===== src/design/robin_hood_hash_table_unit_assert.svh =====
// assertion macros for the robin hood hash table unit
`ifndef ROBIN_HOOD_HASH_TABLE_UNIT_ASSERT_SVH
`define ROBIN_HOOD_HASH_TABLE_UNIT_ASSERT_SVH

// consequent checked in the same cycle
`define RHHT_ASSERT_SAME(name, ante, cons) \
   name: assert property (@(posedge clock) disable iff (reset) (ante) |-> (cons)) \
      else $error("rhht assertion failed");

// consequent checked in the cycle after the antecedent
`define RHHT_ASSERT_NEXT(name, ante, cons) \
   name: assert property (@(posedge clock) disable iff (reset) (ante) |=> (cons)) \
      else $error("rhht assertion failed");

`endif


===== src/design/rhht_pkg.sv =====
// types, constants and codes of the robin hood hash table unit
package rhht_pkg;

   localparam int TABLE_SIZE = 1024;
   localparam int IDX_W      = $clog2(TABLE_SIZE);
   localparam int CNT_W      = IDX_W + 1;
   localparam int HASH_W     = 64;
   localparam int KEY_W      = 32;
   localparam int VAL_W      = 32;
   localparam int MOD_W      = 11;
   localparam int MAXE_W     = 10;
   localparam int CSR_IDX_W  = 1;
   localparam int CSR_DATA_W = MOD_W;
   localparam int DIV_BITS   = 4;
   localparam int DIV_STEPS  = HASH_W / DIV_BITS;
   localparam int DIV_CNT_W  = $clog2(DIV_STEPS);

   localparam logic [MOD_W-1:0]  MOD_RESET  = MOD_W'(1021);
   localparam logic [MAXE_W-1:0] MAXE_RESET = MAXE_W'(870);

   localparam logic [CSR_IDX_W-1:0] CSR_HOME_MODULUS = CSR_IDX_W'(0);
   localparam logic [CSR_IDX_W-1:0] CSR_MAX_ENTRIES  = CSR_IDX_W'(1);

   typedef enum logic [1:0] {
      OP_GET    = 2'd0,
      OP_PUT    = 2'd1,
      OP_DELETE = 2'd2,
      OP_CLEAR  = 2'd3
   } op_type;

   typedef enum logic [1:0] {
      STAT_HIT       = 2'd0,
      STAT_INSERTED  = 2'd1,
      STAT_NOT_FOUND = 2'd2,
      STAT_FULL      = 2'd3
   } status_type;

   typedef enum logic [3:0] {
      S_SWEEP,
      S_IDLE,
      S_HOME,
      S_FRD,
      S_FCHK,
      S_FDIST,
      S_INS_RD,
      S_INS_CHK,
      S_INS_DIST,
      S_DEL_RD,
      S_DEL_CHK,
      S_DEL_DIST,
      S_DONE
   } state_type;

   typedef struct packed {
      logic              valid;
      logic [HASH_W-1:0] hash;
      logic [KEY_W-1:0]  key;
      logic [VAL_W-1:0]  value;
   } slot_row_type;

   typedef struct packed {
      logic             en;
      logic [IDX_W-1:0] addr;
      slot_row_type     row;
   } slot_wr_type;

endpackage


===== src/design/rhht_mod_unit.sv =====
// iterative remainder unit: 64-bit hash modulo an 11-bit modulus, four bits a cycle
module rhht_mod_unit (
   input  logic                        clock,
   input  logic                        reset,
   input  logic                        start,
   input  logic [rhht_pkg::HASH_W-1:0] dividend,
   input  logic [rhht_pkg::MOD_W-1:0]  divisor,
   output logic                        done,
   output logic [rhht_pkg::IDX_W-1:0]  remainder
);

   logic                           busy_ff;
   logic                           done_ff;
   logic [rhht_pkg::DIV_CNT_W-1:0] cnt_ff;
   logic [rhht_pkg::MOD_W-1:0]     rem_ff;
   logic [rhht_pkg::MOD_W-1:0]     rem_in;
   logic [rhht_pkg::HASH_W-1:0]    dvd_ff;
   logic [rhht_pkg::HASH_W-1:0]    dvd_in;
   logic [rhht_pkg::MOD_W-1:0]     div_ff;

   always_comb begin
      logic [rhht_pkg::MOD_W:0] t;
      rem_in = rem_ff;
      dvd_in = dvd_ff;
      for (int i = 0; i < rhht_pkg::DIV_BITS; i++) begin
         t = {rem_in, dvd_in[rhht_pkg::HASH_W-1]};
         dvd_in = {dvd_in[rhht_pkg::HASH_W-2:0], 1'b0};
         if (t >= {1'b0, div_ff}) begin
            t = t - {1'b0, div_ff};
         end
         rem_in = t[rhht_pkg::MOD_W-1:0];
      end
   end

   always_ff @(posedge clock) begin
      if (reset) begin
         busy_ff <= 1'b0;
         done_ff <= 1'b0;
         cnt_ff  <= '0;
      end else begin
         done_ff <= 1'b0;
         if (start) begin
            busy_ff <= 1'b1;
            cnt_ff  <= '0;
         end else if (busy_ff) begin
            cnt_ff <= cnt_ff + rhht_pkg::DIV_CNT_W'(1);
            if (cnt_ff == rhht_pkg::DIV_CNT_W'(rhht_pkg::DIV_STEPS - 1)) begin
               busy_ff <= 1'b0;
               done_ff <= 1'b1;
            end
         end
      end
   end

   // a zero modulus acts as one
   always_ff @(posedge clock) begin
      if (start) begin
         rem_ff <= '0;
         dvd_ff <= dividend;
         div_ff <= (divisor == '0) ? rhht_pkg::MOD_W'(1) : divisor;
      end else if (busy_ff) begin
         rem_ff <= rem_in;
         dvd_ff <= dvd_in;
      end
   end

   assign done      = done_ff;
   assign remainder = rem_ff[rhht_pkg::IDX_W-1:0];

endmodule


===== config.mk =====
export PLATFORM = sky130hd
export DESIGN_NAME = rhht_mod_unit
export DESIGN_NICKNAME = d
export VERILOG_FILES = /design/src/design/robin_hood_hash_table_unit_assert.svh /design/src/design/rhht_pkg.sv /design/src/design/rhht_mod_unit.sv
export SDC_FILE = /design/constraint.sdc
export NUM_CORES = 1
export LEC_CHECK = 0
export BUFFER_PORTS_ARGS = -buffer_cell sky130_fd_sc_hd__buf_2
export CAP_MARGIN = 15
export CORE_UTILIZATION = 30
export DETAILED_ROUTE_END_ITERATION = 8
export PLACE_DENSITY = 0.43
export SYNTH_ARGS = -nofsm -noshare
export SYNTH_HDL_FRONTEND = slang
export SYNTH_SLANG_ARGS = --single-unit
export TNS_END_PERCENT = 1

===== constraint.sdc =====
create_clock -name clock -period 16.1 [get_ports clock]
set_clock_uncertainty 0.15 [all_clocks]
set_input_delay 1.61 -clock clock [delete_from_list [all_inputs] [get_ports clock]]
set_output_delay 1.61 -clock clock [all_outputs]
set_load 0.1 [all_outputs]

==> results of run 1 <==
## metrics by stage
step | setup slack, ns | utilization [%] | instances
floorplan | 7.33 | - | 568
global placement | 6.09 | 33.9 | 894
detailed placement | 5.93 | 33.9 | 894
CTS | 5.87 | 35.5 | 910
global route | 5.26 | 35.5 | 910
finish | 5.80 | 35.5 | 910
## worst register-to-register path: cells and delay by family, from the launching register on
family	cells	cell delay, ns
simple gates	10	2.68
compound gates	14	3.89
flops	1	0.47
fa+ha+maj	5	1.74
mux	3	1.27
## synthesized netlist by cell type (13+ instances only)
cell type  count  area share, %
o21ai_0       19            1.5
ha_1          45            8.9
inv_1         32            1.9
a21o_1        13            1.5
clkbuf_1      19            1.1
nand2_1       28            1.7
a21oi_1       24            1.9
xnor2_1       16            2.2
nor2_1        26            1.5
xor2_1        13            1.8
mux2_2        79             14
dfxtp_1       17            5.4
edfxtp_1      75             36
## registers in the layout, summed over array words and instances (netlist names)
name	flops
done	1
rem_ff	11
cnt_ff	4
dvd_ff	64
div_ff	11
busy_ff	1
## logic make-up after synthesis
family	synth area share (%)
flops	41.1
mux	14.6
buf+inv	4.74
fa+ha+maj	10.2
xor+xnor	4.03
simple gates	10.9
compound gates	14.4
## worst min-delay path by stage
stage                           startpoint              end  slack [ns]  cells after the start
floorplan           cnt_ff[3]$_SDFFE_PP0P_  done$_SDFF_PP0_        0.29                      2
global placement    cnt_ff[3]$_SDFFE_PP0P_  done$_SDFF_PP0_        0.32                      2
detailed placement  cnt_ff[3]$_SDFFE_PP0P_  done$_SDFF_PP0_        0.34                      2
CTS                 cnt_ff[3]$_SDFFE_PP0P_  done$_SDFF_PP0_        0.35                      2
global route        cnt_ff[3]$_SDFFE_PP0P_  done$_SDFF_PP0_        0.37                      2
finish              cnt_ff[3]$_SDFFE_PP0P_  done$_SDFF_PP0_        0.34                      2
## layout by cell type, fill, tap and decap left out, types with 4 or more instances in the layout
| master | synthesis | final |
|---|---|---|
| a211o_1 | 4 | 4 |
| a211oi_1 | 4 | 4 |
| a21o_1 | 13 | 13 |
| a21oi_1 | 24 | 24 |
| a31oi_1 | 4 | 4 |
| and2_1 | 6 | 6 |
| and3_1 | 8 | 8 |
| buf_2 | 1 | 87 |
| clkbuf_16 | 0 | 9 |
| dfxtp_1 | 17 | 17 |
| edfxtp_1 | 75 | 75 |
| fa_1 | 4 | 4 |
| ha_1 | 45 | 45 |
| inv_1 | 32 | 31 |
| mux2_2 | 79 | 79 |
| nand2_1 | 28 | 28 |
| nand3_1 | 8 | 8 |
| nand4_1 | 4 | 4 |
| nor2_1 | 26 | 26 |
| nor2b_1 | 9 | 9 |
| nor3_1 | 12 | 12 |
| o211ai_1 | 5 | 5 |
| o21a_1 | 9 | 9 |
| o21ai_0 | 19 | 19 |
| o311ai_0 | 6 | 6 |
| xnor2_1 | 16 | 16 |
| xor2_1 | 13 | 13 |
## layout make-up
type                    instances  share of cell area [%]
well taps                     270                    4.66
clock buffers                  10                    3.16
repair buffers                 90                    6.32
inverters                      32                    1.66
flip-flops and latches         92                    35.8
clock inverters                 6                    1.33
multi-input cells             410                    47.1
## layer usage
| layer | global-route usage (%) | vias up |
|---|---|---|
| li1 | - | 2262 |
| met1 | 20.0 | 2213 |
| met2 | 27.1 | 98 |
| met3 | 3.11 | 23 |
| met4 | 6.03 | 0 |
| met5 | 0 | - |
==> metrics.yaml, run 1 <==
status:
  status: "complete, no violations"
critical_path:
  r2r-start: "div_ff[0]$_SDFFCE_PN1P_"
  cp_slowest_cell: "a211oi_4"
  max_stage_delay_ns: 0.65
  crit_family: "compound AO/OA/AOI/OAI gates"
  worstSetupStartpointType: "flip-flop"
  crit_type: "reg2reg"
  path_max_fanout: 17
  cp.depth: 32
  rr_worst_depth: 32
  arrival_ns: 10.42
  ff2ff_setup_slack_ns: 5.80
  crit_path_end: "rem_ff[9]$_SDFFE_PP0P_"
  reg2reg_to: "rem_ff[9]$_SDFFE_PP0P_"
  crit_required_ns: 16.21
  crit_path_start: "div_ff[0]$_SDFFCE_PN1P_"
  end_kind: "flip-flop"
  critPathMostFrequentCell: "ha_1"
  critPathBufInv: 0
clock_network:
  path_clk_slew_ns: 0.07
  post_cts_buffers: 0
  cts_hold_buffers: 0
  clk_latency_ns: 0.35
  cts_buffer_depth: 2
  clkSinkCount: 92
  numCtsBuffers: 9
  htreeDepth: 3
  cts_tree: "done"
  ctsResizeCount: 0
  root_buffer: "clkbuf_16"
logic_synthesis:
  synth_area_per_cell_um2: 11.1
  synthDistinctLibCells: 72
  synth-main-ff-cell: "edfxtp_1"
  synth-warning-count: 0
  synth_nets: 695
  synth_edf_count: 75
  ys_seq_area_share_pct: 41.1
  synthCells: 568
  synth-seq-cells: 92
  synthArstFlopShare_pct: 0
  netlist_area_um2: 6300
detailed_routing:
  via_per_inst: 5.05
  met1_length_um: 7310
  vias: 4596
  ant_nets: 0
  routedWlPerCell_um: 18.3
  drcViolationCount: 0
  met3_length_um: 735
  wl_met2_um: 8240
  drt-initial-drc-count: 229
  drtPass1Iterations: 4
  routed_wl_um: 16700
  top_layer: "met4"
global_route:
  overflow: 0
  grt_pass1_vias: 4815
  grt_usage_pct: 16.0
  grt_pass1_wl_um: 26200
  antenna_found_initial: 0
  grt_start_max_net_pins: 68
placed_design:
  post_dp_cell_area_um2: 6920
  place_congestion: 0.912
  port_buffers: 88
  place_hpwl_um: 12900
finish:
  final_area_um2: 7250
  fillers: 2100
  fin_nets: 762
  diodes: 0
  multi_input_area_um2: 3410
  area_growth_pct: 14.9
  final-seq-area_um2: 2590
  drive_above_1_share_pct: 32.5
sta:
  maxSlewHeadroom_pct: 41.4
  tns_ns: 0
  setup_viol: 0
  fin_crit_sh_pct: 64.0
  tightest_slew_ns: 0.879
  maxSlewViolCount: 0
  grt_setup_unrepaired: "no"
  min_period_ns: 10.30
  holdWs_ns: 0.340
  fmax_mhz: 97.1
  hold_violations: 0
hold_path:
  min_path_type: "reg2reg"
floorplanning:
  boundaryPins: 89
  die-area_um2: 21600
  dieWidth_um: 147
  core_area_um2: 20400
  die_h_um: 147
  rows: 52
  start_util_pct: 30.9
job:
  maxCapViolations: 0
Power of run 1 is not shown: default switching activity piles up to over one toggle a cycle in this logic, so the estimate is an artifact.
==> inputs of run 2 (changes only) <==
--- a/config.mk
+++ b/config.mk
@@ -5,11 +5,12 @@
 export SDC_FILE = /design/constraint.sdc
 export NUM_CORES = 1
 export LEC_CHECK = 0
+export ABC_AREA = 1
 export BUFFER_PORTS_ARGS = -buffer_cell sky130_fd_sc_hd__buf_2
 export CAP_MARGIN = 15
 export CORE_UTILIZATION = 30
 export DETAILED_ROUTE_END_ITERATION = 8
-export PLACE_DENSITY = 0.43
+export PLACE_DENSITY = 0.45
 export SYNTH_ARGS = -nofsm -noshare
 export SYNTH_HDL_FRONTEND = slang
 export SYNTH_SLANG_ARGS = --single-unit
==> constraint.sdc (replaced) <==
create_clock -name clock -period 8.6 [get_ports clock]
set_clock_uncertainty 0.15 [all_clocks]
set_input_delay 0.86 -clock clock [delete_from_list [all_inputs] [get_ports clock]]
set_output_delay 0.86 -clock clock [all_outputs]
set_load 0.1 [all_outputs]
==> metrics.yaml, run 2 <==
floorplanning:
  core_area_um2: 21200  # +3.5%
  boundaryPins: 89  # unchanged
  die_h_um: 149  # +1.6%
  start_util_pct: 30.8  # -0.075 points
  dieWidth_um: 149  # +1.6%
  die-area_um2: 22300  # +3.3%
  rows: 53  # +1.9%
detailed_routing:
  ant_nets: 0  # unchanged
  routedWlPerCell_um: 14.4  # -21%
  drt-initial-drc-count: 280  # +22%
  routed_wl_um: 17200  # +3.4%
  vias: 5415  # +18%
  via_per_inst: 4.54  # -10%
  drcViolationCount: 0  # unchanged
  drtPass1Iterations: 6  # +2
clock_network:
  cts_tree: "done"
  path_clk_slew_ns: 0.07  # about the same
  cts_hold_buffers: 0  # unchanged
  clkSinkCount: 92  # unchanged
  root_buffer: "clkbuf_16"
  clk_latency_ns: 0.35  # about the same
  numCtsBuffers: 9  # unchanged
  cts_buffer_depth: 2  # unchanged
  htreeDepth: 3  # unchanged
logic_synthesis:
  synth_area_per_cell_um2: 7.66  # -31%
  ys_seq_area_share_pct: 39.8  # -1.3 points
  synth_common_cells: "nand2_1 (350), inv_1 (84), edfxtp_1 (75)"
  synth-warning-count: 0  # unchanged
  yosysMostFrequentCell: "nand2_1"
  synth-seq-cells: 92  # unchanged
  synthCells: 850  # +50%
  synth-main-ff-cell: "edfxtp_1"
  yosysTopAreaCell: "edfxtp_1"
  synth_nets: 977  # +41%
  synth_area_leaders: "edfxtp_1 (35%), nand2_1 (20%), ha_1 (8.6%)"
  synthDistinctLibCells: 46  # -36%
  yosys.area.top_type_share_pct: 34.6  # -1.1 points
  synthArstFlopShare_pct: 0  # unchanged
  synth_edf_count: 75  # unchanged
  netlist_area_um2: 6510  # +3.3%
hold_path:
  holdPathEnd: "rem_ff[10]$_SDFFE_PP0P_"
  worstHoldStart: "rem_ff[10]$_SDFFE_PP0P_"
  worstHoldPathCells: 2  # unchanged
  min_path_type: "reg2reg"
global_route:
  grt_start_max_net_pins: 80  # +18%
  grt_usage_pct: 16.2  # +0.24 points
  antenna_found_initial: 4  # +4
  grt_pass1_vias: 5275  # +9.6%
  grt_pass1_wl_um: 27400  # +4.7%
  overflow: 0  # unchanged
critical_path:
  r2r-start: "div_ff[0]$_SDFFCE_PN1P_"
  crit_family: "simple AND/OR/NAND/NOR gates"
  rr_worst_depth: 44  # +38%
  reg2reg_to: "rem_ff[3]$_SDFFE_PP0P_"
  crit_required_ns: 8.75  # -7.46 ns
  max_stage_delay_ns: 0.51  # -0.14 ns
  cp_slowest_cell: "edfxtp_1"
  worstSetupStartpointType: "flip-flop"
  arrival_ns: 7.92  # -2.50 ns
  ff2ff_setup_slack_ns: 0.82  # -4.98 ns
  crit_type: "reg2reg"
  path_max_fanout: 19  # +2
  end_kind: "flip-flop"
  critPathBufInv: 4  # +4
  critPathMostFrequentCell: "nand2_1"
status:
  status: "complete, no violations"
finish:
  area_growth_pct: 13.4
  top_register: "dvd_ff"
  largest_reg_flops: 64  # unchanged
  drive_above_1_share_pct: 14.5  # -18 points
  final_common_cell: "nand2_1"
  top_regs: "dvd_ff (64), div_ff (11), rem_ff (11)"
  mostFrequentLayoutCells: "nand2_1 (350), buf_2 (88), inv_1 (83), edfxtp_1 (75), ha_1 (45)"
  fillers: 2262  # +7.7%
  fin_nets: 1038  # +36%
sta:
  setup_viol: 0  # unchanged
  min_period_ns: 7.78  # -2.52 ns
  maxSlewHeadroom_pct: 29.3  # -12 points
  fin_crit_sh_pct: 90.4  # +26 points
  fmax_mhz: 129  # +32%
  maxSlewViolCount: 0  # unchanged
  tightest_slew_ns: 1.06  # +0.177 ns
  hold_violations: 0  # unchanged
  grt_setup_unrepaired: "no"
  tns_ns: 0  # unchanged
placed_design:
  place_hpwl_um: 13000  # +1.1%
  place_congestion: 0.876  # -3.9%
  port_buffers: 88  # unchanged
job:
  maxCapViolations: 0  # unchanged
[run 2: cell count changes after synthesis, moves of 11 or more]
cell,change
xor2_1,+11
a21oi_1,+21
inv_1,+52
nand2_1,+322
a21o_1,-12
nand3_1,+23
mux2_2,-79
[run 2: kinds of logic (layout without fill, tap and decap cells)]
kind of cell | after synthesis | after routing | share of synthesized area [%]
simple gates | 462 | 462 | 30.2
other cells | 0 | 3 | 0
compound gates | 86 | 86 | 7.42
buf+inv | 129 | 195 | 8.42
flops | 92 | 92 | 39.8
xor+xnor | 32 | 32 | 4.30
fa+ha+maj | 49 | 49 | 9.88
[run 2: stage by stage]
stage	std cells	utilization [%]	setup slack, ns	hold WS [ns]	cell area [um2]
2_1_floorplan	850	-	2.03	0.292	6510
3_3_place_gp	1175	33.5	0.657	0.308	7100
6_report	1194	34.9	0.822	0.315	7390
5_1_grt	1192	34.9	0.00176	0.352	7380
3_5_place_dp	1175	33.5	0.652	0.308	7100
4_1_cts	1191	34.8	0.591	0.320	7370
[run 2: routing by layer]
metal / global-route usage [%] / vias up / part of all wire [%] / routed length, um
met2: 26.1 / 124 / 46 / 7880
met4: 6.73 / 2 / 2.9 / 494
met1: 20.8 / 2390 / 46 / 7910
li1: - / 2874 / - / -
met5: 0 / - / 0.070 / 12
met3: 3.82 / 25 / 5.5 / 940
[run 2: worst min-delay path, stage by stage, from the launching register on]
cell and delay, ns:
dfxtp_1 0.32, nand2_1 0.06, nand2_1 0.04
[run 2: layout make-up]
type                       instances  area (um2)  share of cell area (%)
antenna                            3        7.51                   0.102
timing repair buffer              90         455                    6.17
tap                              275         344                    4.66
sequential                        92        2590                    35.1
clock inverter                     5        38.8                   0.525
multi-input combinational        629        3380                    45.7
inverter                          89         337                    4.56
clock buffer                      11         233                    3.15
[run 2: timing repair]
action | CTS | global route
buffers inserted | 0 | 0
endpoints found under the setup margin | 0 | 11
resized for setup | 0 | 5
[run 2: worst max-delay path by stage]
stage,startpoint,end,slack [ns],cells past startpoint
floorplan,div_ff[0]$_SDFFCE_PN1P_,rem_ff[1]$_SDFFE_PP0P_,2.03,48
global placement,div_ff[5]$_SDFFCE_PN0P_,rem_ff[7]$_SDFFE_PP0P_,0.66,45
detailed placement,div_ff[1]$_SDFFCE_PN0P_,rem_ff[3]$_SDFFE_PP0P_,0.65,44
CTS,div_ff[1]$_SDFFCE_PN0P_,rem_ff[7]$_SDFFE_PP0P_,0.59,44
global route,div_ff[0]$_SDFFCE_PN1P_,rem_ff[3]$_SDFFE_PP0P_,0.002,44
finish,div_ff[0]$_SDFFCE_PN1P_,rem_ff[3]$_SDFFE_PP0P_,0.82,44
Power of run 2 is left out for the same reason.
